`src/hw/rtl/hefe_pkg.sv`:
```
package hefe_pkg;

    // Validity limits on the event fields.
    localparam int unsigned SCOPE_LIMIT      = 16;
    localparam int unsigned CLASS_LIMIT      = 16;
    localparam int unsigned STATE_LIMIT      = 16;
    localparam int unsigned URGENCY_LIMIT    = 16;
    localparam int unsigned DATA_CODE_LIMIT  = 256;
    localparam int unsigned CODEBOOK_ENTRIES = 16;

    // The profile holds sync, mark and end ids and then the codebook entries.
    localparam int unsigned PROFILE_IDS = 3 + CODEBOOK_ENTRIES;

    localparam logic [7:0] CK_SEED     = 8'h5a;
    localparam logic [7:0] EVENT_VER   = 8'd1;
    localparam logic [7:0] PROFILE_FMT = 8'd1;

    localparam int unsigned CFG_INDEX_W = 4;
    localparam int unsigned SLOT_W      = 3;

    // Slot positions within a good event's frame.
    localparam logic [SLOT_W-1:0] SLOT_SYNC    = 3'd0;
    localparam logic [SLOT_W-1:0] SLOT_SCOPE   = 3'd1;
    localparam logic [SLOT_W-1:0] SLOT_CLASS   = 3'd2;
    localparam logic [SLOT_W-1:0] SLOT_STATE   = 3'd3;
    localparam logic [SLOT_W-1:0] SLOT_URGENCY = 3'd4;
    localparam logic [SLOT_W-1:0] SLOT_END     = 3'd5;

    typedef enum logic [1:0] {
        KIND_SYNC = 2'd0,
        KIND_CODE = 2'd1,
        KIND_END  = 2'd2
    } t_slot_kind;

    typedef enum logic [1:0] {
        ST_OK       = 2'd0,
        ST_FORMAT   = 2'd1,
        ST_PROFILE  = 2'd2,
        ST_FRAGMENT = 2'd3
    } t_status;

    typedef enum logic [CFG_INDEX_W-1:0] {
        CFG_ACTUATOR_TYPE    = 4'd0,
        CFG_PROFILE_FORMAT   = 4'd1,
        CFG_PROFILE_REVISION = 4'd2,
        CFG_SYNC_EFFECT      = 4'd3,
        CFG_MARK_EFFECT      = 4'd4,
        CFG_END_EFFECT       = 4'd5,
        CFG_CODEBOOK_LOW     = 4'd6,
        CFG_CODEBOOK_HIGH    = 4'd7
    } t_cfg_index;

    typedef struct packed {
        logic [7:0] event_version;
        logic [7:0] scope;
        logic [7:0] class_value;
        logic [7:0] state_value;
        logic [7:0] urgency;
        logic [7:0] data_flag;
        logic [7:0] data_value;
        logic [7:0] frag_idx;
        logic [7:0] frag_count;
    } t_event_in;

    typedef struct packed {
        t_slot_kind slot_kind;
        logic [3:0] slot_code;
        logic [7:0] effect_num;
        t_status    status;
        logic [7:0] checksum;
        logic       last;
    } t_slot_out;

endpackage

```
`src/hw/rtl/haptic_event_frame_encoder.sv`:
```
// Channel   Direction  Handshake                    Payload
// input     in         i_in_valid / o_in_stall      i_in_data   (t_event_in)
// output    out        o_out_valid / i_out_stall    o_out_data  (t_slot_out)
// config    in         i_cfg_valid / o_cfg_ready    i_cfg_index, i_cfg_data
//
// A good event gives six slot transactions, one per cycle while the output is
// not stalled; an event that fails a check gives one result. The slot counter
// on the input register steps through the slots of the event that it holds,
// and each slot passes from that register into the output register.
// Reset is synchronous and active low; it restores the default profile.
// A downstream stall holds the output register and, once the input register
// has its next slot waiting, holds off new events as well.
module haptic_event_frame_encoder
    import hefe_pkg::*;
(
    input  logic                   i_clk,
    input  logic                   i_rst_n,

    input  logic                   i_in_valid,
    output logic                   o_in_stall,
    input  t_event_in              i_in_data,

    output logic                   o_out_valid,
    input  logic                   i_out_stall,
    output t_slot_out              o_out_data,

    input  logic                   i_cfg_valid,
    output logic                   o_cfg_ready,
    input  logic [CFG_INDEX_W-1:0] i_cfg_index,
    input  logic [63:0]            i_cfg_data
);

    // Profile registers. The actuator kind does not affect the encoding, so a
    // write to it is taken but not stored.
    logic [7:0]  r_profile_format;
    logic [7:0]  r_profile_revision;
    logic [7:0]  r_sync_effect;
    logic [7:0]  r_mark_effect;
    logic [7:0]  r_end_effect;
    logic [63:0] r_codebook_low;
    logic [63:0] r_codebook_high;
    logic        r_profile_ok;
    logic        n_profile_ok;

    // Input register holding the event that is being framed.
    t_event_in         r_in;
    logic              r_in_vld;
    logic [SLOT_W-1:0] r_slot;
    t_event_in         n_in;
    logic              n_in_vld;
    logic [SLOT_W-1:0] n_slot;

    // Output register.
    t_slot_out r_out;
    logic      r_out_vld;
    t_slot_out n_out;
    logic      n_out_vld;

    logic       out_free;
    logic       advance;
    logic       in_ready;
    logic       in_take;
    logic       event_ok;
    logic       fragment_err;
    logic       frame_last;
    logic [3:0] code_sel;
    logic [7:0] book [CODEBOOK_ENTRIES];
    logic [7:0] ids  [PROFILE_IDS];
    t_slot_out  slot;

    // The checksum is a linear mix of the nine bytes: XOR in, rotate left.
    function automatic logic [7:0] event_checksum(input t_event_in ev);
        logic [7:0]            c;
        logic [9*8-1:0]        bytes;
        c     = CK_SEED;
        bytes = ev;
        for (int i = 0; i < 9; i++) begin
            c = c ^ bytes[(8-i)*8 +: 8];
            c = {c[6:0], c[7]};
        end
        return c;
    endfunction

    // -----------------------------------------------------------------
    // Configuration port. The user must write only while the block is idle; the
    // block itself does not enforce this. The profile check is registered into
    // r_profile_ok in the cycle after a write lands in the profile registers.
    // -----------------------------------------------------------------
    assign o_cfg_ready = 1'b1;

    always_ff @(posedge i_clk) begin
        if (!i_rst_n) begin
            r_profile_format   <= 8'd1;
            r_profile_revision <= 8'd1;
            r_sync_effect      <= 8'd1;
            r_mark_effect      <= 8'd2;
            r_end_effect       <= 8'd3;
            r_codebook_low     <= '0;
            r_codebook_high    <= '0;
        end else if (i_cfg_valid && o_cfg_ready) begin
            case (i_cfg_index)
                CFG_PROFILE_FORMAT:   r_profile_format   <= i_cfg_data[7:0];
                CFG_PROFILE_REVISION: r_profile_revision <= i_cfg_data[7:0];
                CFG_SYNC_EFFECT:      r_sync_effect      <= i_cfg_data[7:0];
                CFG_MARK_EFFECT:      r_mark_effect      <= i_cfg_data[7:0];
                CFG_END_EFFECT:       r_end_effect       <= i_cfg_data[7:0];
                CFG_CODEBOOK_LOW:     r_codebook_low     <= i_cfg_data;
                CFG_CODEBOOK_HIGH:    r_codebook_high    <= i_cfg_data;
                default: begin
                    // Actuator kind and indexes beyond the list are ignored.
                end
            endcase
        end
    end

    always_comb begin
        for (int i = 0; i < 8; i++) begin
            book[i]     = r_codebook_low[i*8 +: 8];
            book[i + 8] = r_codebook_high[i*8 +: 8];
        end
        ids[0] = r_sync_effect;
        ids[1] = r_mark_effect;
        ids[2] = r_end_effect;
        for (int i = 0; i < CODEBOOK_ENTRIES; i++) begin
            ids[3 + i] = book[i];
        end
        // Every id nonzero, and no two ids alike: one flat layer of compares.
        n_profile_ok = (r_profile_format == PROFILE_FMT) && (r_profile_revision != 8'd0);
        for (int i = 0; i < PROFILE_IDS; i++) begin
            if (ids[i] == 8'd0) begin
                n_profile_ok = 1'b0;
            end
            for (int j = 0; j < i; j++) begin
                if (ids[i] == ids[j]) begin
                    n_profile_ok = 1'b0;
                end
            end
        end
    end

    always_ff @(posedge i_clk) begin
        if (!i_rst_n) begin
            r_profile_ok <= 1'b0;
        end else begin
            r_profile_ok <= n_profile_ok;
        end
    end

    // -----------------------------------------------------------------
    // Event checks on the input register.
    // -----------------------------------------------------------------
    always_comb begin
        event_ok = (r_in.event_version == EVENT_VER)
                && ({1'b0, r_in.scope}       < 9'(SCOPE_LIMIT))
                && ({1'b0, r_in.class_value} < 9'(CLASS_LIMIT))
                && ({1'b0, r_in.state_value} < 9'(STATE_LIMIT))
                && ({1'b0, r_in.urgency}     < 9'(URGENCY_LIMIT))
                && (r_in.data_flag <= 8'd1)
                && (r_in.frag_count != 8'd0)
                && (r_in.frag_idx < r_in.frag_count)
                && ((r_in.data_flag == 8'd0)
                    || ({1'b0, r_in.data_value} < 9'(DATA_CODE_LIMIT)));
        // Only a plain single fragment without data is framed.
        fragment_err = (r_in.data_flag != 8'd0) || (r_in.frag_count > 8'd1);
    end

    // -----------------------------------------------------------------
    // Slot selection. A failing event gives a single error result; a good
    // one steps through sync, four code slots and the end slot.
    // -----------------------------------------------------------------
    always_comb begin
        case (r_slot)
            SLOT_SCOPE:   code_sel = r_in.scope[3:0];
            SLOT_CLASS:   code_sel = r_in.class_value[3:0];
            SLOT_STATE:   code_sel = r_in.state_value[3:0];
            SLOT_URGENCY: code_sel = r_in.urgency[3:0];
            default:      code_sel = 4'd0;
        endcase

        slot.slot_kind  = KIND_SYNC;
        slot.slot_code  = 4'd0;
        slot.effect_num = 8'd0;
        slot.status     = ST_OK;
        slot.checksum   = 8'd0;
        slot.last       = 1'b1;

        if (!event_ok) begin
            slot.status = ST_FORMAT;
        end else if (!r_profile_ok) begin
            slot.status = ST_PROFILE;
        end else if (fragment_err) begin
            slot.status = ST_FRAGMENT;
        end else begin
            case (r_slot)
                SLOT_SYNC: begin
                    slot.effect_num = r_sync_effect;
                    slot.last       = 1'b0;
                end
                SLOT_SCOPE, SLOT_CLASS, SLOT_STATE, SLOT_URGENCY: begin
                    slot.slot_kind  = KIND_CODE;
                    slot.slot_code  = code_sel;
                    slot.effect_num = book[code_sel];
                    slot.last       = 1'b0;
                end
                SLOT_END: begin
                    slot.slot_kind  = KIND_END;
                    slot.effect_num = r_end_effect;
                    slot.checksum   = event_checksum(r_in);
                end
                default: begin
                    slot.last = 1'b1;
                end
            endcase
        end
        frame_last = slot.last;
    end

    // -----------------------------------------------------------------
    // Handshake and sequencing. The output register frees when its slot is
    // taken; a new event enters as the current one moves its last slot out,
    // so the final result may still be waiting while the next event loads.
    // -----------------------------------------------------------------
    assign out_free   = !r_out_vld || !i_out_stall;
    assign advance    = r_in_vld && out_free;
    assign in_ready   = !r_in_vld || (advance && frame_last);
    assign in_take    = i_in_valid && in_ready;
    assign o_in_stall = !in_ready;

    always_comb begin
        n_in      = r_in;
        n_in_vld  = r_in_vld;
        n_slot    = r_slot;
        n_out     = r_out;
        n_out_vld = r_out_vld;

        if (advance) begin
            n_out     = slot;
            n_out_vld = 1'b1;
            if (frame_last) begin
                n_in_vld = 1'b0;
                n_slot   = SLOT_SYNC;
            end else begin
                n_slot = r_slot + SLOT_W'(1);
            end
        end else if (out_free) begin
            n_out_vld = 1'b0;
        end

        if (in_take) begin
            n_in     = i_in_data;
            n_in_vld = 1'b1;
            n_slot   = SLOT_SYNC;
        end
    end

    always_ff @(posedge i_clk) begin
        if (!i_rst_n) begin
            r_in_vld  <= 1'b0;
            r_slot    <= SLOT_SYNC;
            r_out_vld <= 1'b0;
        end else begin
            r_in_vld  <= n_in_vld;
            r_slot    <= n_slot;
            r_out_vld <= n_out_vld;
        end
    end

    always_ff @(posedge i_clk) begin
        r_in  <= n_in;
        r_out <= n_out;
    end

    assign o_out_valid = r_out_vld;
    assign o_out_data  = r_out;

    // -----------------------------------------------------------------
    // Assertions.
    // -----------------------------------------------------------------
    a_slot_range: assert property (@(posedge i_clk) disable iff (!i_rst_n)
        r_slot <= SLOT_END)
        else $error("slot counter beyond the end slot");

    a_take_restarts: assert property (@(posedge i_clk) disable iff (!i_rst_n)
        (i_in_valid && !o_in_stall) |=> (r_in_vld && r_slot == SLOT_SYNC))
        else $error("accepted event did not start at the sync slot");

    a_error_single: assert property (@(posedge i_clk) disable iff (!i_rst_n)
        (o_out_valid && o_out_data.status != ST_OK)
            |-> (o_out_data.last && o_out_data.effect_num == 8'd0))
        else $error("error result is not a single closing result");

    a_last_is_end: assert property (@(posedge i_clk) disable iff (!i_rst_n)
        (o_out_valid && o_out_data.status == ST_OK && o_out_data.last)
            |-> (o_out_data.slot_kind == KIND_END))
        else $error("good frame closed on a slot other than end");

    a_code_follows: assert property (@(posedge i_clk) disable iff (!i_rst_n)
        (advance && r_slot != SLOT_SYNC) |-> $past(r_in_vld))
        else $error("slot advanced without a held event");

endmodule

```
`config.mk`:
```
export PLATFORM = sky130hd
export DESIGN_NAME = haptic_event_frame_encoder
export DESIGN_NICKNAME = d
export VERILOG_FILES = /design/src/hw/rtl/hefe_pkg.sv /design/src/hw/rtl/haptic_event_frame_encoder.sv
export SDC_FILE = /design/constraint.sdc
export NUM_CORES = 2
export LEC_CHECK = 0
export BUFFER_PORTS_ARGS = -buffer_cell sky130_fd_sc_hd__buf_4
export CAP_MARGIN = 15
export CORE_ASPECT_RATIO = 0.5
export CORE_MARGIN = 1.5
export CORE_UTILIZATION = 35
export CTS_CLUSTER_DIAMETER = 80
export DETAILED_ROUTE_END_ITERATION = 16
export PLACE_DENSITY = 0.57
export SETUP_SLACK_MARGIN = 0.05
export SYNTH_ARGS = -nofsm -noshare
export SYNTH_HDL_FRONTEND = slang
export SYNTH_SLANG_ARGS = --single-unit
```
`constraint.sdc`:
```
create_clock -name i_clk -period 15.6 [get_ports i_clk]
set_input_delay 0 -clock i_clk [delete_from_list [all_inputs] [get_ports i_clk]]
set_output_delay 0 -clock i_clk [all_outputs]
set_load 0.005 [all_outputs]
```
# [After elaboration in Yosys (flattened, before gate mapping)]
# Cells that the tools add are included.
[totals] reg_bits=271 elab_cells=312
[classes] bitwise_logic=15 n_eq_ne=185 n_lt_le_gt_ge=8 n_mux=18 addsub=1 n_reduce_logical=59
[ops] cell="== test 8 bit" n=171
[ops] cell="OR reduction 191 bit" n=1
[ops] cell="zero test 8 bit" n=19
[ops] cell="bitwise XOR 8 bit" n=8
[ops] cell="binary-select mux 8 bit (select 4 bit)" n=1
[ops] cell="less-than comparator 8 x 5 -> 1 bit, second input constant" n=4
[ops] cell="case mux 8 bit (3 select lines)" n=1
[ops] cell="nonzero test 8 bit" n=3
[ops] cell="== test 4 x 3 -> 1 bit, second input constant" n=4
[ops] cell="== test 8 x 1 -> 1 bit, second input constant" n=2
[ops] cell="two-way mux 8 bit" n=2
[ops] cell="case mux 4 bit (4 select lines)" n=1
[ops] cell="AND reduction 2 bit" n=8
[ops] cell="OR reduction 4 bit" n=3
[ops] cell="logical AND 1 bit" n=11
[ops] cell="two-way mux 1 bit" n=9
[ops] cell="== test 4 x 2 -> 1 bit, second input constant" n=2
[ops] cell="greater-than comparator 8 x 1 -> 1 bit, second input constant" n=1
[ops] cell="less-or-equal comparator 8 x 1 -> 1 bit, second input constant" n=1
[ops] cell="less-than comparator 8 bit" n=1
[ops] cell="== test 3 x 2 -> 1 bit, second input constant" n=2
[ops] cell="== test 3 bit, second input constant" n=2
[ops] cell="nonzero test 2 bit" n=3
[ops] cell="greater-or-equal comparator 5 bit, second input constant" n=1
[ops] cell="15 further kinds" n=25

# [Longest topological paths before layout]
[depth] depth_word=14 ltp_mapped=13

# [Least setup slack after synthesis]
# Ideal clock, no wire load.
[synth_path] path_type="reg-to-reg" from="register r_slot[2]" to="register r_in[0] (netlist name) (enable)" path_stages_with_launch=9 arrival_time_ns=5.401 slack_ns=9.672 cell_sequence="dfxtp_1 -> buf_2 -> inv_1 -> clkbuf_1 -> ha_1 -> a21oi_1 -> a21boi_1 -> o21ai_0 -> a21boi_1"
[synth_between] elab_chain_len=9 elab_cells_between_ends=13 cone_classes="eq/ne (4); mux (4); reduce/logical (5)"
[synth_rtl] item="from (decl)" line="haptic_event_frame_encoder.sv:48" text="logic [SLOT_W-1:0] r_slot;"
[synth_rtl] item="from (signal assigned)" line="haptic_event_frame_encoder.sv:263" text="r_slot <= n_slot;"
[synth_rtl] item="== test 3 x 1 -> 1 bit (tied with other cells)" line="haptic_event_frame_encoder.sv:194" text="case (r_slot)"
[synth_rtl] item="OR reduction 5 bit (no source line) *"
[synth_rtl] item="two-way mux 1 bit *" line="haptic_event_frame_encoder.sv:194"
[synth_rtl] item="two-way mux 1 bit *" line="haptic_event_frame_encoder.sv:191" text="end else if (fragment_err) begin"
[synth_rtl] item="two-way mux 1 bit *" line="haptic_event_frame_encoder.sv:189" text="end else if (!r_profile_ok) begin"
[synth_rtl] item="two-way mux 1 bit *" line="haptic_event_frame_encoder.sv:187" text="if (!event_ok) begin"
[synth_rtl] item="logical AND 1 bit *" line="haptic_event_frame_encoder.sv:225" text="assign in_ready = !r_in_vld || (advance && frame_last);"
[synth_rtl] item="logical OR 1 bit *" line="haptic_event_frame_encoder.sv:225"
[synth_rtl] item="logical AND 1 bit *" line="haptic_event_frame_encoder.sv:226" text="assign in_take = i_in_valid && in_ready;"
[synth_rtl] item="named net in_take" line="haptic_event_frame_encoder.sv:62" text="logic in_take;"
[synth_rtl] item="to (signal assigned)" line="haptic_event_frame_encoder.sv:269" text="r_in <= n_in;"
[synth_rtl] item="to (decl)" line="haptic_event_frame_encoder.sv:46" text="t_event_in r_in;"
# The timed path passes the listed nets; every way through them passes the cells marked *.
# A chain may end at the register's enable or synchronous reset.

# [Worst setup path in the final report]
[layout_path] from="register r_slot[2]" to="register r_in[71] (netlist name) (enable)"
# Same word-level chain as after synthesis.

==> flow_summary.ini <==
[outcome]
run_status = complete, no violations

[sta]
slew_violations = 0
timing.setup.tns_ns = 0
post-route-period-util_pct = 31.2
grt_setup_unrepaired = false
relSlewSlack_pct = 19.9
upper_clock_frequency_limit_ghz = 0.205
final_hold_viol_count = 0
finalClockSkew_ns = 0.0510
setup_violations = 0
timing_worst_slew_pin_value_ns = 1.20
hold-worst-slack_ns = 0.0123
min_period_ns = 4.87

[cells_and_area]
drive_above_1_share_pct = 11.1
layout.core_utilization_pct = 41.1
final_cell_count_no_fill = 4728
flow.area_growth_from_synthesis_pct = 15.9
fillerInstances = 8008
nets = 3771

[clock_network]
tritoncts.num_buffers = 31
clock_h_tree_levels = 1
clock_tree.root_cell = clkbuf_16
numClockSinks = 271
cts_post_setup_buffers_inserted = 0
worst_skew_pair.late_latency_ns = 0.65
clkSlewWorstSetupHoldPaths_ns = 0.07
tritoncts = built
clockBufferDepth = 3

[drt]
ratio_of_routed_vias_to_standard_cells = 6.03
via_count = 28500
totalWireLength_mm = 136
avgRoutedWirePerCell_um = 28.8
ant_nets = 0
drt_drc_violations_left = 0
first_pass_iters = 8
starting_drc_count_in_detailed_routing = 4322

[die]
io_pins = 173
design.die.area_um2 = 82800
num_rows = 73
die_x_um = 405
die_h_um = 204
coreArea_um2 = 79800
initial_core_util_pct = 35.5

[worst_setup_path]
rrSetupSlack_ns = 10.73
timing.rr.start = r_slot[2]
crit_slowest_cell = a21boi_4
largest_stage_delay_on_the_critical_path_ns = 0.93
cp.required_ns = 15.84
cp-end-kind = flip-flop
rr_endpoint = r_in[71]
timing.critical_path.from_type = flip-flop
endpoint_of_the_most_critical_setup_path = r_in[71]
worstPathMaxFanout = 40
crit_type = reg -> reg
length_in_cells_of_the_worst_reg_to_reg_path = 7
worstPathArrival_ns = 5.12
path_cells = inv_1, ha_1, a21oi_1, a21boi_1, o21ai_0, a21boi_4, buf_4
worst_setup_path_startpoint = r_slot[2]

[synth]
number_of_flops_mapped_to_enable_cells_by_yosys = 97
post_synth_inst_count = 3496
synthesis.area_um2 = 28300
synthFlopType = dfxtp_1
synthSimpleGateAreaFrac_pct = 18.6
yosysTopAreaCellShare_pct = 33.4
postSynthRegisterBits = 271
yosys-top-cells-count = xor2_1 (1079), nand2_1 (493), xnor2_1 (353)
yosys-top-cells-area = xor2_1 (33%), dfxtp_1 (12%), xnor2_1 (11%)
synth_xor_area_share_pct = 44.3
seq_area_frac_synth_pct = 22.6
synthDominantAreaCellType = xor2_1
syn_nets = 3653
synth_compound_area_share_pct = 5.52
number_of_warnings_printed_during_yosys_synthesis = 0
synth_most_common_cell = xor2_1
async_reset_ff_share_pct = 0
adder_cell_share_of_the_synthesized_area_pct = 0.530
yosys.cell_types.count = 58
synth_top_family_by_area = XOR/XNOR gates
syn_area_per_cell_um2 = 8.10
yosys-mux-area-fraction_pct = 2.00

[place]
hpwlAfterDp_mm = 77.9
finalWeightedCongestion = 0.991
portBuffers = 171
post-place-cells = 4528

[power_and_ir_drop]
worst_vdd_ir_uv = 73.3
finalPower_mw = 1.87
power-per-cell-area_nw_per_um2 = 56.8
p_leak_nw = 17.9

[global_routing]
antenna_found_initial = 6
grt_use_total_pct = 31.8
first_global_vias = 27600
grt_first_pass_wirelength_mm = 193
largest_net_degree_at_the_start_of_global_routing = 92
globalRoute.totalOverflow = 0

[flow_run]
max_cap_viol_count = 0

[worst_hold_path]
min_path_type = in -> reg
## worst max-delay path: cells and delay by family, from the launching register on
kind | cells | cell delay, ns
compound gates | 4 | 2.30
buf+inv | 2 | 1.01
flops | 1 | 0.79
fa+ha+maj | 1 | 0.38
## per-layer routing
| metal | vias up | share of wire [%] | track usage, % |
|---|---|---|---|
| met2 | 2199 | 40 | 46.3 |
| met5 | - | 0.037 | 0 |
| met4 | 8 | 7.3 | 18.9 |
| met3 | 776 | 14 | 13.1 |
| met1 | 13600 | 38 | 39.1 |
| li1 | 11900 | - | - |
## worst min-delay path by stage
stage	cells after the start	start	end	slack (ns)
finish	5	i_cfg_index[0]	r_end_effect[0]	0.01
global route	5	i_cfg_index[0]	r_end_effect[0]	0.06
CTS	5	i_cfg_index[0]	r_end_effect[0]	0.01
detailed placement	1	i_in_data[67]	r_in[67]	0.18
global placement	1	i_in_data[36]	r_in[36]	0.18
floorplan	0	i_in_data[0]	r_in[0]	0.1
## stage by stage
step / setup slack (ns) / area (µm²)
final: 10.73 / 32800
after global routing: 10.42 / 32800
after CTS: 10.82 / 32800
after detailed placement: 10.81 / 30500
after global placement: 10.99 / 30500
after floorplan: 9.67 / 28300
## report_power, final
group / total, mW / internal (mW) / switching, mW
Sequential: 0.769 / 0.753 / 0.0158
Combinational: 0.376 / 0.159 / 0.217
Clock: 0.721 / 0.381 / 0.340
## layout by cell type, fill, tap and decap left out, types with 6 or more instances in the layout
cell type,Yosys,routed
xnor2_1,353,353
buf_4,8,332
and3_1,8,8
a21oi_1,174,174
mux2i_1,50,50
dfxtp_1,174,171
nand3b_1,7,7
clkbuf_16,0,31
a221oi_1,15,15
nor4_1,327,327
clkinv_2,0,7
a311oi_1,6,6
nand2_1,493,493
ha_1,12,12
o21ai_0,6,6
nand4_1,118,118
nand3_1,21,20
inv_1,16,15
nor2_1,54,53
xor2_1,1079,1079
edfxtp_1,97,97
a31oi_1,11,11
nor3_1,11,11
o22ai_1,15,15
dlygate4sd3_1,0,140
a22oi_1,7,7
## logic make-up (layout without fill, tap and decap cells)
logic type | Yosys count | in the layout
mux | 53 | 53
xor+xnor | 1432 | 1432
compound gates | 264 | 264
fa+ha+maj | 12 | 12
flops | 271 | 271
simple gates | 1060 | 1060
buf+inv | 403 | 546
other cells | 1 | 3
## area by class of cell
| type | instances | area (µm²) | area share [%] |
|---|---|---|---|
| clock buffer | 37 | 818 | 2.49 |
| clock inverter | 21 | 160 | 0.488 |
| multi-input combinational | 2822 | 20100 | 61.3 |
| tap | 1087 | 1360 | 4.14 |
| inverter | 16 | 62.6 | 0.190 |
| antenna | 2 | 5.00 | 0.0152 |
| timing repair buffer | 472 | 3890 | 11.9 |
| sequential | 271 | 6400 | 19.5 |
## flip-flops by register name (all words and copies together), names as in the netlist
signal / flops
r_codebook_low: 64
r_sync_effect: 8
r_codebook_high: 64
o_out_data: 25
r_end_effect: 8
r_in: 72
r_slot: 3
r_profile_format: 8
r_in_vld: 1
o_out_valid: 1
r_profile_ok: 1
r_profile_revision: 8
r_mark_effect: 8
## repair_timing
item | CTS | global route
resized for setup | 0 | 0
hold endpoints to repair | 280 | 0
endpoints found under the setup margin | 0 | 0
hold buffers | 140 | 0
(Power assumes the default switching activity.)
